===== config.mk =====
export PLATFORM = sky130hd
export DESIGN_NAME = encoder_speed_pi_controller_flat
export DESIGN_NICKNAME = d
export VERILOG_FILES = /design/src/rtl/core/spc_pkg.sv /design/src/rtl/core/spc_if.sv /design/src/rtl/core/spc_edge.sv /design/src/rtl/core/spc_div.sv /design/src/rtl/core/spc_mult.sv /design/src/rtl/core/encoder_speed_pi_controller.sv /design/src/flat_wrapper.sv
export SDC_FILE = /design/constraint.sdc
export NUM_CORES = 2
export LEC_CHECK = 0
export BUFFER_PORTS_ARGS = -buffer_cell sky130_fd_sc_hd__buf_2
export CORE_MARGIN = 1
export CORE_UTILIZATION = 57
export CTS_CLUSTER_SIZE = 20
export DETAILED_ROUTE_END_ITERATION = 16
export PLACE_DENSITY = 0.77
export SLEW_MARGIN = 20
export SYNTH_ARGS = -nofsm -noshare
export SYNTH_HDL_FRONTEND = slang
export SYNTH_HIERARCHICAL = 1
export SYNTH_SLANG_ARGS = --single-unit

===== constraint.sdc =====
create_clock -name clock -period 5.4 [get_ports clock]
set_clock_uncertainty 0.1 [all_clocks]
set_input_delay 1.08 -clock clock [delete_from_list [all_inputs] [get_ports clock]]
set_output_delay 1.08 -clock clock [all_outputs]
set_load 0.02 [all_outputs]

===== src/rtl/core/spc_pkg.sv =====
`default_nettype none
package spc_pkg;

   localparam int CAPTURE_WIDTH = 16;

   localparam int SUM_W      = 20;
   localparam int SUM_CALC_W = ((CAPTURE_WIDTH > SUM_W) ? CAPTURE_WIDTH : SUM_W) + 1;
   localparam int PHASE_W    = 4;
   localparam int STALL_W    = 10;
   localparam int SPEED_W    = 16;
   localparam int SETPT_W    = 16;
   localparam int ERR_W      = 17;
   localparam int INTEG_W    = 18;
   localparam int CLAMP_W    = INTEG_W + 1;
   localparam int LIMIT_W    = 16;
   localparam int GAIN_W     = 24;
   localparam int WORD_W     = 32;
   localparam int PROD_W     = INTEG_W + GAIN_W;
   localparam int DRIVE_W    = PROD_W + 2;
   localparam int DUTY_W     = 16;
   localparam int CSR_IDX_W  = 3;
   localparam int DIV_CNT_W  = $clog2(WORD_W);
   localparam int MUL_CNT_W  = $clog2(GAIN_W);

   localparam logic [GAIN_W-1:0]  RST_P_GAIN           = GAIN_W'(39063);
   localparam logic [GAIN_W-1:0]  RST_I_GAIN           = GAIN_W'(3906);
   localparam logic [WORD_W-1:0]  RST_DRIVE_OFFSET     = WORD_W'(20000000);
   localparam logic [LIMIT_W-1:0] RST_INTEGRAL_LIMIT   = LIMIT_W'(38400);
   localparam logic [STALL_W-1:0] RST_STALL_TICKS      = STALL_W'(300);
   localparam logic [SETPT_W-1:0] RST_MIN_SETPOINT     = SETPT_W'(256);
   localparam logic [PHASE_W-1:0] RST_EDGES_PER_SAMPLE = PHASE_W'(3);
   localparam logic [WORD_W-1:0]  RST_RATE_NUMERATOR   = WORD_W'(25600000);

   typedef enum logic [2:0] {
      ST_IDLE,
      ST_DIV,
      ST_ERR,
      ST_MUL,
      ST_SUM,
      ST_FINAL
   } state_type;

   typedef enum logic [CSR_IDX_W-1:0] {
      CSR_P_GAIN           = 3'd0,
      CSR_I_GAIN           = 3'd1,
      CSR_DRIVE_OFFSET     = 3'd2,
      CSR_INTEGRAL_LIMIT   = 3'd3,
      CSR_STALL_TICKS      = 3'd4,
      CSR_MIN_SETPOINT     = 3'd5,
      CSR_EDGES_PER_SAMPLE = 3'd6,
      CSR_RATE_NUMERATOR   = 3'd7
   } csr_index_type;

endpackage
`default_nettype wire


===== src/rtl/core/spc_if.sv =====
`default_nettype none
interface spc_req_if;
   logic                               valid;
   logic                               ready;
   logic                               action;
   logic [spc_pkg::CAPTURE_WIDTH-1:0]  capture_time;
   logic [spc_pkg::SETPT_W-1:0]        setpoint;
   modport source (output valid, action, capture_time, setpoint, input ready);
   modport sink (input valid, action, capture_time, setpoint, output ready);
endinterface

interface spc_rsp_if;
   logic                               valid;
   logic                               ready;
   logic [spc_pkg::DUTY_W-1:0]         duty;
   logic [spc_pkg::SPEED_W-1:0]        speed;
   logic signed [spc_pkg::ERR_W-1:0]   error;
   modport source (output valid, duty, speed, error, input ready);
   modport sink (input valid, duty, speed, error, output ready);
endinterface

interface spc_csr_if;
   logic                               valid;
   logic                               ready;
   logic [spc_pkg::CSR_IDX_W-1:0]      index;
   logic [spc_pkg::WORD_W-1:0]         data;
   modport source (output valid, index, data, input ready);
   modport sink (input valid, index, data, output ready);
endinterface
`default_nettype wire


===== src/rtl/core/spc_edge.sv =====
`default_nettype none
module spc_edge (
   input  wire logic                              clock,
   input  wire logic                              reset,
   input  wire logic                              edge_fire,
   input  wire logic [spc_pkg::CAPTURE_WIDTH-1:0] capture_time,
   input  wire logic                              seen_clear,
   input  wire logic [spc_pkg::PHASE_W-1:0]       edges_per_sample,
   output logic      [spc_pkg::SUM_W-1:0]         rev_period,
   output logic                                   edge_seen
);

   logic [spc_pkg::CAPTURE_WIDTH-1:0] last_capture_ff, last_capture_in;
   logic [spc_pkg::SUM_W-1:0]         period_sum_ff, period_sum_in;
   logic [spc_pkg::PHASE_W-1:0]       edge_phase_ff, edge_phase_in;
   logic [spc_pkg::SUM_W-1:0]         rev_period_ff, rev_period_in;
   logic                              edge_seen_ff, edge_seen_in;

   logic [spc_pkg::CAPTURE_WIDTH-1:0] period;
   logic [spc_pkg::SUM_CALC_W-1:0]    sum;
   logic [spc_pkg::SUM_W-1:0]         sum_sat;
   logic [spc_pkg::PHASE_W-1:0]       phase_next;

   always_comb begin
      // timer wraps, so the difference is taken modulo the capture width
      period     = capture_time - last_capture_ff;
      sum        = spc_pkg::SUM_CALC_W'(period_sum_ff) + spc_pkg::SUM_CALC_W'(period);
      sum_sat    = (sum[spc_pkg::SUM_CALC_W-1:spc_pkg::SUM_W] != '0) ? '1
                                                                  : sum[spc_pkg::SUM_W-1:0];
      phase_next = edge_phase_ff + spc_pkg::PHASE_W'(1);

      last_capture_in = last_capture_ff;
      period_sum_in   = period_sum_ff;
      edge_phase_in   = edge_phase_ff;
      rev_period_in   = rev_period_ff;
      edge_seen_in    = edge_seen_ff;

      if (seen_clear) begin
         edge_seen_in = 1'b0;
      end
      if (edge_fire) begin
         last_capture_in = capture_time;
         edge_seen_in    = 1'b1;
         if (phase_next >= edges_per_sample) begin
            rev_period_in = sum_sat;
            period_sum_in = '0;
            edge_phase_in = '0;
         end else begin
            period_sum_in = sum_sat;
            edge_phase_in = phase_next;
         end
      end
   end

   always_ff @(posedge clock) begin
      if (reset) begin
         last_capture_ff <= '0;
         period_sum_ff   <= '0;
         edge_phase_ff   <= '0;
         rev_period_ff   <= '0;
         edge_seen_ff    <= 1'b0;
      end else begin
         last_capture_ff <= last_capture_in;
         period_sum_ff   <= period_sum_in;
         edge_phase_ff   <= edge_phase_in;
         rev_period_ff   <= rev_period_in;
         edge_seen_ff    <= edge_seen_in;
      end
   end

   assign rev_period = rev_period_ff;
   assign edge_seen  = edge_seen_ff;

endmodule
`default_nettype wire


===== src/rtl/core/spc_div.sv =====
`default_nettype none
module spc_div (
   input  wire logic                       clock,
   input  wire logic                       reset,
   input  wire logic                       start,
   input  wire logic [spc_pkg::WORD_W-1:0] dividend,
   input  wire logic [spc_pkg::SUM_W-1:0]  divisor,
   output logic                            done,
   output logic      [spc_pkg::WORD_W-1:0] quotient
);

   logic                              busy_ff, busy_in;
   logic                              done_ff, done_in;
   logic [spc_pkg::DIV_CNT_W-1:0]     cnt_ff, cnt_in;
   logic [spc_pkg::SUM_W-1:0]         rem_ff, rem_in;
   logic [spc_pkg::SUM_W-1:0]         dvs_ff, dvs_in;
   logic [spc_pkg::WORD_W-1:0]        quo_ff, quo_in;

   logic [spc_pkg::SUM_W:0]           shifted;
   logic [spc_pkg::SUM_W+1:0]         diff;

   always_comb begin
      // restoring divide, one quotient bit per cycle, dividend shifts out as quotient shifts in
      shifted = {rem_ff, quo_ff[spc_pkg::WORD_W-1]};
      diff    = {1'b0, shifted} - {2'b00, dvs_ff};

      busy_in = busy_ff;
      done_in = 1'b0;
      cnt_in  = cnt_ff;
      rem_in  = rem_ff;
      dvs_in  = dvs_ff;
      quo_in  = quo_ff;

      if (start) begin
         busy_in = 1'b1;
         cnt_in  = '0;
         rem_in  = '0;
         dvs_in  = divisor;
         quo_in  = dividend;
      end else if (busy_ff) begin
         if (!diff[spc_pkg::SUM_W+1]) begin
            rem_in = diff[spc_pkg::SUM_W-1:0];
            quo_in = {quo_ff[spc_pkg::WORD_W-2:0], 1'b1};
         end else begin
            rem_in = shifted[spc_pkg::SUM_W-1:0];
            quo_in = {quo_ff[spc_pkg::WORD_W-2:0], 1'b0};
         end
         cnt_in = cnt_ff + spc_pkg::DIV_CNT_W'(1);
         if (cnt_ff == spc_pkg::DIV_CNT_W'(spc_pkg::WORD_W - 1)) begin
            busy_in = 1'b0;
            done_in = 1'b1;
         end
      end
   end

   always_ff @(posedge clock) begin
      if (reset) begin
         busy_ff <= 1'b0;
         done_ff <= 1'b0;
         cnt_ff  <= '0;
      end else begin
         busy_ff <= busy_in;
         done_ff <= done_in;
         cnt_ff  <= cnt_in;
      end
      rem_ff <= rem_in;
      dvs_ff <= dvs_in;
      quo_ff <= quo_in;
   end

   assign done     = done_ff;
   assign quotient = quo_ff;

endmodule
`default_nettype wire


===== src/rtl/core/spc_mult.sv =====
`default_nettype none
module spc_mult (
   input  wire logic                               clock,
   input  wire logic                               reset,
   input  wire logic                               start,
   input  wire logic signed [spc_pkg::INTEG_W-1:0] mcand,
   input  wire logic        [spc_pkg::GAIN_W-1:0]  gain,
   output logic                                    done,
   output logic signed      [spc_pkg::PROD_W-1:0]  product
);

   logic                                 busy_ff, busy_in;
   logic                                 done_ff, done_in;
   logic [spc_pkg::MUL_CNT_W-1:0]        cnt_ff, cnt_in;
   logic signed [spc_pkg::INTEG_W-1:0]   mcand_ff, mcand_in;
   logic [spc_pkg::GAIN_W-1:0]           gain_ff, gain_in;
   logic signed [spc_pkg::PROD_W-1:0]    acc_ff, acc_in;

   logic signed [spc_pkg::PROD_W-1:0]    addend;

   always_comb begin
      // msb-first shift and add over the unsigned gain bits
      addend = gain_ff[spc_pkg::GAIN_W-1] ? spc_pkg::PROD_W'(mcand_ff) : '0;

      busy_in  = busy_ff;
      done_in  = 1'b0;
      cnt_in   = cnt_ff;
      mcand_in = mcand_ff;
      gain_in  = gain_ff;
      acc_in   = acc_ff;

      if (start) begin
         busy_in  = 1'b1;
         cnt_in   = '0;
         mcand_in = mcand;
         gain_in  = gain;
         acc_in   = '0;
      end else if (busy_ff) begin
         acc_in  = (acc_ff <<< 1) + addend;
         gain_in = {gain_ff[spc_pkg::GAIN_W-2:0], 1'b0};
         cnt_in  = cnt_ff + spc_pkg::MUL_CNT_W'(1);
         if (cnt_ff == spc_pkg::MUL_CNT_W'(spc_pkg::GAIN_W - 1)) begin
            busy_in = 1'b0;
            done_in = 1'b1;
         end
      end
   end

   always_ff @(posedge clock) begin
      if (reset) begin
         busy_ff <= 1'b0;
         done_ff <= 1'b0;
         cnt_ff  <= '0;
      end else begin
         busy_ff <= busy_in;
         done_ff <= done_in;
         cnt_ff  <= cnt_in;
      end
      mcand_ff <= mcand_in;
      gain_ff  <= gain_in;
      acc_ff   <= acc_in;
   end

   assign done    = done_ff;
   assign product = acc_ff;

endmodule
`default_nettype wire


===== src/rtl/core/encoder_speed_pi_controller.sv =====
`default_nettype none
// Speed PI controller for one wheel. An edge beat (action 0) records the encoder capture time
// and is taken in the idle state; it gives no response. A tick beat (action 1) gives one response
// beat with duty, speed and error. A tick after edges with a nonzero revolution period runs a
// bit-serial divide for the speed, then two bit-serial multiplies for the proportional and
// integral terms run side by side. A tick passes through the divide, error, multiply, sum and
// final states in that order, and one without the divide skips the divide state; the final
// state waits until the response register is free. One item is in work at a time; a finished
// response waits in its own register while the next item is taken. Configuration writes
// belong to idle periods.
module encoder_speed_pi_controller (
   input wire logic clock,
   input wire logic reset,
   spc_req_if.sink   req_ch,
   spc_rsp_if.source rsp_ch,
   spc_csr_if.sink   csr_ch
);

   // configuration
   logic [spc_pkg::GAIN_W-1:0]  p_gain_ff;
   logic [spc_pkg::GAIN_W-1:0]  i_gain_ff;
   logic [spc_pkg::WORD_W-1:0]  drive_offset_ff;
   logic [spc_pkg::LIMIT_W-1:0] integral_limit_ff;
   logic [spc_pkg::STALL_W-1:0] stall_ticks_ff;
   logic [spc_pkg::SETPT_W-1:0] min_setpoint_ff;
   logic [spc_pkg::PHASE_W-1:0] edges_per_sample_ff;
   logic [spc_pkg::WORD_W-1:0]  rate_numerator_ff;

   spc_pkg::state_type                 state_ff, state_in;
   logic [spc_pkg::SETPT_W-1:0]        setpoint_ff, setpoint_in;
   logic [spc_pkg::SPEED_W-1:0]        speed_ff, speed_in;
   logic signed [spc_pkg::INTEG_W-1:0] integral_ff, integral_in;
   logic [spc_pkg::STALL_W-1:0]        stall_ff, stall_in;
   logic signed [spc_pkg::ERR_W-1:0]   err_ff, err_in;
   logic signed [spc_pkg::DRIVE_W-1:0] drive_ff, drive_in;
   logic                               rsp_valid_ff, rsp_valid_in;
   logic [spc_pkg::DUTY_W-1:0]         rsp_duty_ff, rsp_duty_in;
   logic [spc_pkg::SPEED_W-1:0]        rsp_speed_ff, rsp_speed_in;
   logic signed [spc_pkg::ERR_W-1:0]   rsp_error_ff, rsp_error_in;

   logic                               req_fire;
   logic                               edge_fire;
   logic                               seen_clear;
   logic [spc_pkg::SUM_W-1:0]          rev_period;
   logic                               edge_seen;
   logic                               div_start;
   logic                               div_done;
   logic [spc_pkg::WORD_W-1:0]         quotient;
   logic                               mul_start;
   logic                               p_done;
   logic                               i_done;
   logic signed [spc_pkg::PROD_W-1:0]  p_prod;
   logic signed [spc_pkg::PROD_W-1:0]  i_prod;

   logic [spc_pkg::STALL_W-1:0]        stall_inc;
   logic signed [spc_pkg::ERR_W-1:0]   err_now;
   logic signed [spc_pkg::CLAMP_W-1:0] acc;
   logic signed [spc_pkg::CLAMP_W-1:0] lim_pos;
   logic signed [spc_pkg::CLAMP_W-1:0] lim_neg;
   logic signed [spc_pkg::CLAMP_W-1:0] acc_cl;
   logic signed [spc_pkg::INTEG_W-1:0] p_mcand;
   logic signed [spc_pkg::DRIVE_W-1:0] drive_sum;
   logic [spc_pkg::WORD_W-1:0]         drive_sat;

   assign req_ch.ready = (state_ff == spc_pkg::ST_IDLE);
   assign req_fire     = req_ch.valid && req_ch.ready;
   assign edge_fire    = req_fire && !req_ch.action;
   assign csr_ch.ready = 1'b1;

   spc_edge u_edge (
      .clock            (clock),
      .reset            (reset),
      .edge_fire        (edge_fire),
      .capture_time     (req_ch.capture_time),
      .seen_clear       (seen_clear),
      .edges_per_sample (edges_per_sample_ff),
      .rev_period       (rev_period),
      .edge_seen        (edge_seen)
   );

   spc_div u_div (
      .clock    (clock),
      .reset    (reset),
      .start    (div_start),
      .dividend (rate_numerator_ff),
      .divisor  (rev_period),
      .done     (div_done),
      .quotient (quotient)
   );

   spc_mult u_p_mult (
      .clock   (clock),
      .reset   (reset),
      .start   (mul_start),
      .mcand   (p_mcand),
      .gain    (p_gain_ff),
      .done    (p_done),
      .product (p_prod)
   );

   spc_mult u_i_mult (
      .clock   (clock),
      .reset   (reset),
      .start   (mul_start),
      .mcand   (acc_cl[spc_pkg::INTEG_W-1:0]),
      .gain    (i_gain_ff),
      .done    (i_done),
      .product (i_prod)
   );

   always_comb begin
      stall_inc = (stall_ff == '1) ? stall_ff : stall_ff + spc_pkg::STALL_W'(1);
      err_now   = $signed({1'b0, speed_ff}) - $signed({1'b0, setpoint_ff});
      acc       = spc_pkg::CLAMP_W'(integral_ff) + spc_pkg::CLAMP_W'(err_now);
      lim_pos   = $signed(spc_pkg::CLAMP_W'(integral_limit_ff));
      lim_neg   = -lim_pos;
      acc_cl    = acc;
      if (acc < lim_neg) begin
         acc_cl = lim_neg;
      end
      if (acc > lim_pos) begin
         acc_cl = lim_pos;
      end
      p_mcand   = spc_pkg::INTEG_W'(err_now);
      drive_sum = drive_ff - spc_pkg::DRIVE_W'(i_prod);
      if (drive_sum[spc_pkg::DRIVE_W-1]) begin
         drive_sat = '0;
      end else if (drive_sum[spc_pkg::DRIVE_W-2:spc_pkg::WORD_W] != '0) begin
         drive_sat = '1;
      end else begin
         drive_sat = drive_sum[spc_pkg::WORD_W-1:0];
      end
   end

   always_comb begin
      state_in     = state_ff;
      setpoint_in  = setpoint_ff;
      speed_in     = speed_ff;
      integral_in  = integral_ff;
      stall_in     = stall_ff;
      err_in       = err_ff;
      drive_in     = drive_ff;
      rsp_valid_in = rsp_valid_ff && !rsp_ch.ready;
      rsp_duty_in  = rsp_duty_ff;
      rsp_speed_in = rsp_speed_ff;
      rsp_error_in = rsp_error_ff;
      seen_clear   = 1'b0;
      div_start    = 1'b0;
      mul_start    = 1'b0;

      case (state_ff)
         spc_pkg::ST_IDLE: begin
            if (req_fire && req_ch.action) begin
               setpoint_in = req_ch.setpoint;
               seen_clear  = 1'b1;
               state_in    = spc_pkg::ST_ERR;
               if (!edge_seen) begin
                  stall_in = stall_inc;
                  if (stall_inc > stall_ticks_ff) begin
                     speed_in    = '0;
                     integral_in = '0;
                  end
               end else begin
                  stall_in = '0;
                  if (rev_period == '0) begin
                     speed_in    = '0;
                     integral_in = '0;
                  end else begin
                     div_start = 1'b1;
                     state_in  = spc_pkg::ST_DIV;
                  end
               end
            end
         end
         spc_pkg::ST_DIV: begin
            if (div_done) begin
               speed_in = (quotient[spc_pkg::WORD_W-1:spc_pkg::SPEED_W] != '0) ? '1
                                                      : quotient[spc_pkg::SPEED_W-1:0];
               state_in = spc_pkg::ST_ERR;
            end
         end
         spc_pkg::ST_ERR: begin
            err_in      = err_now;
            integral_in = acc_cl[spc_pkg::INTEG_W-1:0];
            mul_start   = 1'b1;
            state_in    = spc_pkg::ST_MUL;
         end
         spc_pkg::ST_MUL: begin
            if (p_done && i_done) begin
               state_in = spc_pkg::ST_SUM;
            end
         end
         spc_pkg::ST_SUM: begin
            drive_in = spc_pkg::DRIVE_W'(drive_offset_ff) - spc_pkg::DRIVE_W'(p_prod);
            state_in = spc_pkg::ST_FINAL;
         end
         spc_pkg::ST_FINAL: begin
            // hold here until the response register is free
            if (!rsp_valid_ff || rsp_ch.ready) begin
               rsp_valid_in = 1'b1;
               rsp_speed_in = speed_ff;
               rsp_error_in = err_ff;
               if (setpoint_ff < min_setpoint_ff) begin
                  rsp_duty_in = '0;
                  integral_in = '0;
               end else begin
                  rsp_duty_in = drive_sat[spc_pkg::WORD_W-1:spc_pkg::WORD_W-spc_pkg::DUTY_W];
               end
               state_in = spc_pkg::ST_IDLE;
            end
         end
         default: begin
            state_in = spc_pkg::ST_IDLE;
         end
      endcase
   end

   always_ff @(posedge clock) begin
      if (reset) begin
         state_ff <= spc_pkg::ST_IDLE;
      end else begin
         state_ff <= state_in;
      end
   end

   always_ff @(posedge clock) begin
      if (reset) begin
         speed_ff     <= '0;
         integral_ff  <= '0;
         stall_ff     <= '0;
         rsp_valid_ff <= 1'b0;
      end else begin
         speed_ff     <= speed_in;
         integral_ff  <= integral_in;
         stall_ff     <= stall_in;
         rsp_valid_ff <= rsp_valid_in;
      end
      setpoint_ff  <= setpoint_in;
      err_ff       <= err_in;
      drive_ff     <= drive_in;
      rsp_duty_ff  <= rsp_duty_in;
      rsp_speed_ff <= rsp_speed_in;
      rsp_error_ff <= rsp_error_in;
   end

   always_ff @(posedge clock) begin
      if (reset) begin
         p_gain_ff           <= spc_pkg::RST_P_GAIN;
         i_gain_ff           <= spc_pkg::RST_I_GAIN;
         drive_offset_ff     <= spc_pkg::RST_DRIVE_OFFSET;
         integral_limit_ff   <= spc_pkg::RST_INTEGRAL_LIMIT;
         stall_ticks_ff      <= spc_pkg::RST_STALL_TICKS;
         min_setpoint_ff     <= spc_pkg::RST_MIN_SETPOINT;
         edges_per_sample_ff <= spc_pkg::RST_EDGES_PER_SAMPLE;
         rate_numerator_ff   <= spc_pkg::RST_RATE_NUMERATOR;
      end else if (csr_ch.valid && csr_ch.ready) begin
         case (spc_pkg::csr_index_type'(csr_ch.index))
            spc_pkg::CSR_P_GAIN:           p_gain_ff <= csr_ch.data[spc_pkg::GAIN_W-1:0];
            spc_pkg::CSR_I_GAIN:           i_gain_ff <= csr_ch.data[spc_pkg::GAIN_W-1:0];
            spc_pkg::CSR_DRIVE_OFFSET:     drive_offset_ff <= csr_ch.data;
            spc_pkg::CSR_INTEGRAL_LIMIT:
               integral_limit_ff <= csr_ch.data[spc_pkg::LIMIT_W-1:0];
            spc_pkg::CSR_STALL_TICKS:      stall_ticks_ff <= csr_ch.data[spc_pkg::STALL_W-1:0];
            spc_pkg::CSR_MIN_SETPOINT:     min_setpoint_ff <= csr_ch.data[spc_pkg::SETPT_W-1:0];
            spc_pkg::CSR_EDGES_PER_SAMPLE:
               edges_per_sample_ff <= csr_ch.data[spc_pkg::PHASE_W-1:0];
            spc_pkg::CSR_RATE_NUMERATOR:   rate_numerator_ff <= csr_ch.data;
            default: begin
            end
         endcase
      end
   end

   assign rsp_ch.valid = rsp_valid_ff;
   assign rsp_ch.duty  = rsp_duty_ff;
   assign rsp_ch.speed = rsp_speed_ff;
   assign rsp_ch.error = rsp_error_ff;

endmodule
`default_nettype wire

===== src/flat_wrapper.sv =====
// flat-port wrapper written by rule: the top's interface ports become plain ports
module encoder_speed_pi_controller_flat 
  (clock, reset, req_ch_valid, req_ch_action, req_ch_capture_time, req_ch_setpoint, req_ch_ready, rsp_ch_valid, rsp_ch_duty, rsp_ch_speed, rsp_ch_error, rsp_ch_ready, csr_ch_valid, csr_ch_index, csr_ch_data, csr_ch_ready);
  spc_req_if req_ch_i ();
  spc_rsp_if rsp_ch_i ();
  spc_csr_if csr_ch_i ();
  input wire logic clock;
  input wire logic reset;
  input wire logic [$bits(req_ch_i.valid)-1:0] req_ch_valid;
  input wire logic [$bits(req_ch_i.action)-1:0] req_ch_action;
  input wire logic [$bits(req_ch_i.capture_time)-1:0] req_ch_capture_time;
  input wire logic [$bits(req_ch_i.setpoint)-1:0] req_ch_setpoint;
  output wire logic [$bits(req_ch_i.ready)-1:0] req_ch_ready;
  output wire logic [$bits(rsp_ch_i.valid)-1:0] rsp_ch_valid;
  output wire logic [$bits(rsp_ch_i.duty)-1:0] rsp_ch_duty;
  output wire logic [$bits(rsp_ch_i.speed)-1:0] rsp_ch_speed;
  output wire logic [$bits(rsp_ch_i.error)-1:0] rsp_ch_error;
  input wire logic [$bits(rsp_ch_i.ready)-1:0] rsp_ch_ready;
  input wire logic [$bits(csr_ch_i.valid)-1:0] csr_ch_valid;
  input wire logic [$bits(csr_ch_i.index)-1:0] csr_ch_index;
  input wire logic [$bits(csr_ch_i.data)-1:0] csr_ch_data;
  output wire logic [$bits(csr_ch_i.ready)-1:0] csr_ch_ready;
  assign req_ch_i.valid = req_ch_valid;
  assign req_ch_i.action = req_ch_action;
  assign req_ch_i.capture_time = req_ch_capture_time;
  assign req_ch_i.setpoint = req_ch_setpoint;
  assign req_ch_ready = req_ch_i.ready;
  assign rsp_ch_valid = rsp_ch_i.valid;
  assign rsp_ch_duty = rsp_ch_i.duty;
  assign rsp_ch_speed = rsp_ch_i.speed;
  assign rsp_ch_error = rsp_ch_i.error;
  assign rsp_ch_i.ready = rsp_ch_ready;
  assign csr_ch_i.valid = csr_ch_valid;
  assign csr_ch_i.index = csr_ch_index;
  assign csr_ch_i.data = csr_ch_data;
  assign csr_ch_ready = csr_ch_i.ready;
  encoder_speed_pi_controller u_core (.clock(clock), .reset(reset), .req_ch(req_ch_i), .rsp_ch(rsp_ch_i), .csr_ch(csr_ch_i));
endmodule

==> qor.txt <==
Chip width - 265 µm
Max Transition Viols Final - 0
Finished layout cell area - 44800 µm²
CTS Root Cell - clkbuf_16
Sw frac - 0.405
Synth Flop Type - dfxtp_1
# clock sinks - 653
Combinational power share - 0.495
Drt drc - 0
Post-synthesis sequential area ratio - 0.398
Max_cap viols - 0
# setup viols final - 36
Synth unique cells - 119
Cells after DPL - 5377
Cells after Synth - 4415
Final std cells w/o fill - 5549
Area grow syn2layout - 13.7%
Clock power frac - 0.211
Routed Antenna Nets - 0
Setup ws final - -0.504 ns
CTS clk-pin slew, worst paths - 0.06 ns
Initial antenna violation count - 2
Post-layout nets - 4904
Achievable frequency - 169 MHz
Via density - 6.10
Final HPWL DP - 75.1 mm
Sequential Power Share - 0.294
Total grt overflow - 0
Final Hold Fails - 0
Failing checks - negative setup slack
Number of CTS-inserted buffers - 72
DRT Wirelength - 107 mm
Full die area - 70300 µm²
Core area - 68600 µm²
First-pass GRT wire length - 169 mm
Input/output buffers - 123
Crit Path Max Fanout - 5
Commonest non-fill, non-tap cell in the layout - nand2_1
Top Ports - 125
Register bit total from synthesis - 653
Internal power - 14600 µW
Worst Tran Pin Value - 1.16 ns
Vias in the first global route - 31600
DP Area - 41400 µm²
Crit path launch type - register
N_diodes - 0
Tmin final - 5.90 ns
Longest Clk Path Bufs - 3
Routed vias - 33900
DR pass1 iterations - 6
Routed wire per std cell - 19.4 µm
Number of synthesized flops with an enable pin - 261
Most frequent cells in the layout - nand2_1 (547), dfxtp_1 (390), a21oi_1 (343), nor2_1 (312), edfxtp_1 (261)
Power Dens Cells - 546 nW/µm²
Hold Buf Count CTS - 0
Gpl congestion - 0.977
Period utilization - 1.09
Worst setup EP type - register
CP arrival - 6.16 ns
Initial Util - 0.575
Switching pwr - 9900 µW
Hold_ws - 0.319 ns
Htree depth - 3
Synth Warn # - 6
Starting DRT DRC Count - 3551
Synthesized area per cell - 8.94 µm²
Layout cell share with drive strength beyond 1 - 0.149
Synth Cell Area - 39500 µm²
Clock Latency Late Sink - 0.64 ns
RSZ-0062 raised after global routing - yes
IR drop worst, VDD - 339 µV
CTS tree - yes
Ys async rst share - 0
WP data required - 5.65 ns
Overall Global Routing Usage - 0.298
HP Class - register to register
Largest net degree at the start of global routing - 137
Outcome - complete, but fails checks
Slew headroom - 0.225
Cell leakage power - 0.0176 µW
Setup TNS Final - -15.07 ns
Largest stage delay on the critical path - 0.35 ns
CP max-delay cell - edfxtp_1
Crit path kind - register to register
Syn Nets - 4761
Core Rows - 96
Die Height - 265 µm
## critical path, delay by kind of cell (launching register included)
| kind | cells | cell delay (ns) |
|---|---|---|
| fa+ha+maj | 3 | 0.89 |
| compound gates | 16 | 2.66 |
| simple gates | 6 | 0.91 |
| flops | 1 | 0.35 |
| xor+xnor | 1 | 0.16 |
| buf+inv | 4 | 0.54 |
## per-layer routing
layer / part of all wire / track usage
met1: 0.43 / 0.404
met2: 0.45 / 0.483
met3: 0.082 / 0.0456
met5: 0.00025 / 0
met4: 0.038 / 0.112
## Yosys cell counts (53+ instances only)
master	instances	area, µm²
a211oi_1	67	503
a21o_1	94	706
a21oi_1	365	1830
clkbuf_1	168	631
dfxtp_1	392	7850
edfxtp_1	261	7840
ha_1	265	3320
inv_1	242	908
mux2_2	82	923
mux2i_1	84	841
nand2_1	550	2060
nand2b_1	62	388
nand3_1	139	696
nand4_1	57	357
nor2_1	325	1220
nor3_1	99	495
o211ai_1	53	398
o21ai_0	146	731
xnor2_1	152	1330
xor2_1	67	587
## worst paths after layout
kind | from | endpoint | slack, ns | cells after the start
setup reg to reg | u_core/setpoint_ff[1] | u_core/u_i_mult/mcand_ff[6] | -0.50 | 30
setup / recovery | u_core/setpoint_ff[1] | u_core/u_i_mult/mcand_ff[6] | -0.50 | 30
hold reg to reg | u_core/err_ff[4] | u_core/rsp_ch.error[4] | 0.32 | 0
hold / removal | u_core/err_ff[4] | u_core/rsp_ch.error[4] | 0.32 | 0
## state kept, by name (all words and copies together) (netlist names), 18 cells and up
| name | count |
|---|---|
| u_core/u_i_mult/mcand_ff | 18 |
| u_core/i_gain_ff | 24 |
| u_core/u_edge/period_sum_ff | 20 |
| u_core/u_div/dvs_ff | 20 |
| u_core/u_p_mult/gain_ff | 24 |
| u_core/p_gain_ff | 24 |
| u_core/u_div/rem_ff | 20 |
| u_core/u_p_mult/mcand_ff | 18 |
| u_core/u_p_mult/product | 42 |
| u_core/drive_ff | 43 |
| u_core/drive_offset_ff | 32 |
| u_core/u_i_mult/product | 42 |
| u_core/integral_ff | 18 |
| u_core/u_div/quotient | 32 |
| u_core/rate_numerator_ff | 32 |
| u_core/u_edge/rev_period | 20 |
| u_core/u_i_mult/gain_ff | 24 |
## power by group through the flow
stage	combinational, µW	sequential (µW)	clock (µW)
detailed placement	10400	7260	0
global placement	10300	7250	0
CTS	11200	7170	5230
floorplan	8230	6780	0
global route	13200	7300	5450
finish	12100	7200	5170
## through the flow
step / util / power (µW) / worst slack (ns)
5_1_grt: 0.654 / 25900 / -0.761
4_1_cts: 0.648 / 23700 / -0.327
3_5_place_dp: 0.603 / 17700 / -0.524
3_3_place_gp: 0.603 / 17500 / -0.416
2_1_floorplan: - / 15000 / -0.293
6_report: 0.654 / 24500 / -0.504
## kinds of logic (layout without fill, tap and decap cells)
| kind of cell | Yosys count | after routing | share of synthesized area |
|---|---|---|---|
| simple gates | 1515 | 1515 | 0.182 |
| compound gates | 1109 | 1109 | 0.188 |
| flops | 653 | 653 | 0.398 |
| buf+inv | 478 | 681 | 0.0499 |
| fa+ha+maj | 273 | 273 | 0.0881 |
| xor+xnor | 219 | 219 | 0.0486 |
| mux | 167 | 167 | 0.0450 |
| other cells | 1 | 1 | 0.0000951 |
## timing repair
item	in CTS	in global routing
pin swaps	31	40
buffers inserted	26	7
endpoints found under the setup margin	36	36
resized for setup	95	59
cloned	4	2
## final cells by class
| cell class | instances | area [µm²] |
|---|---|---|
| flip-flops and latches | 653 | 15700 |
| inverters | 244 | 921 |
| clock inverters | 50 | 596 |
| well taps | 931 | 1160 |
| clock buffers | 84 | 1920 |
| repair buffers | 303 | 2130 |
| fillers | 5474 | 23700 |
| multi-input cells | 3284 | 22400 |
No activity file was read; power rests on OpenSTA's default activity.
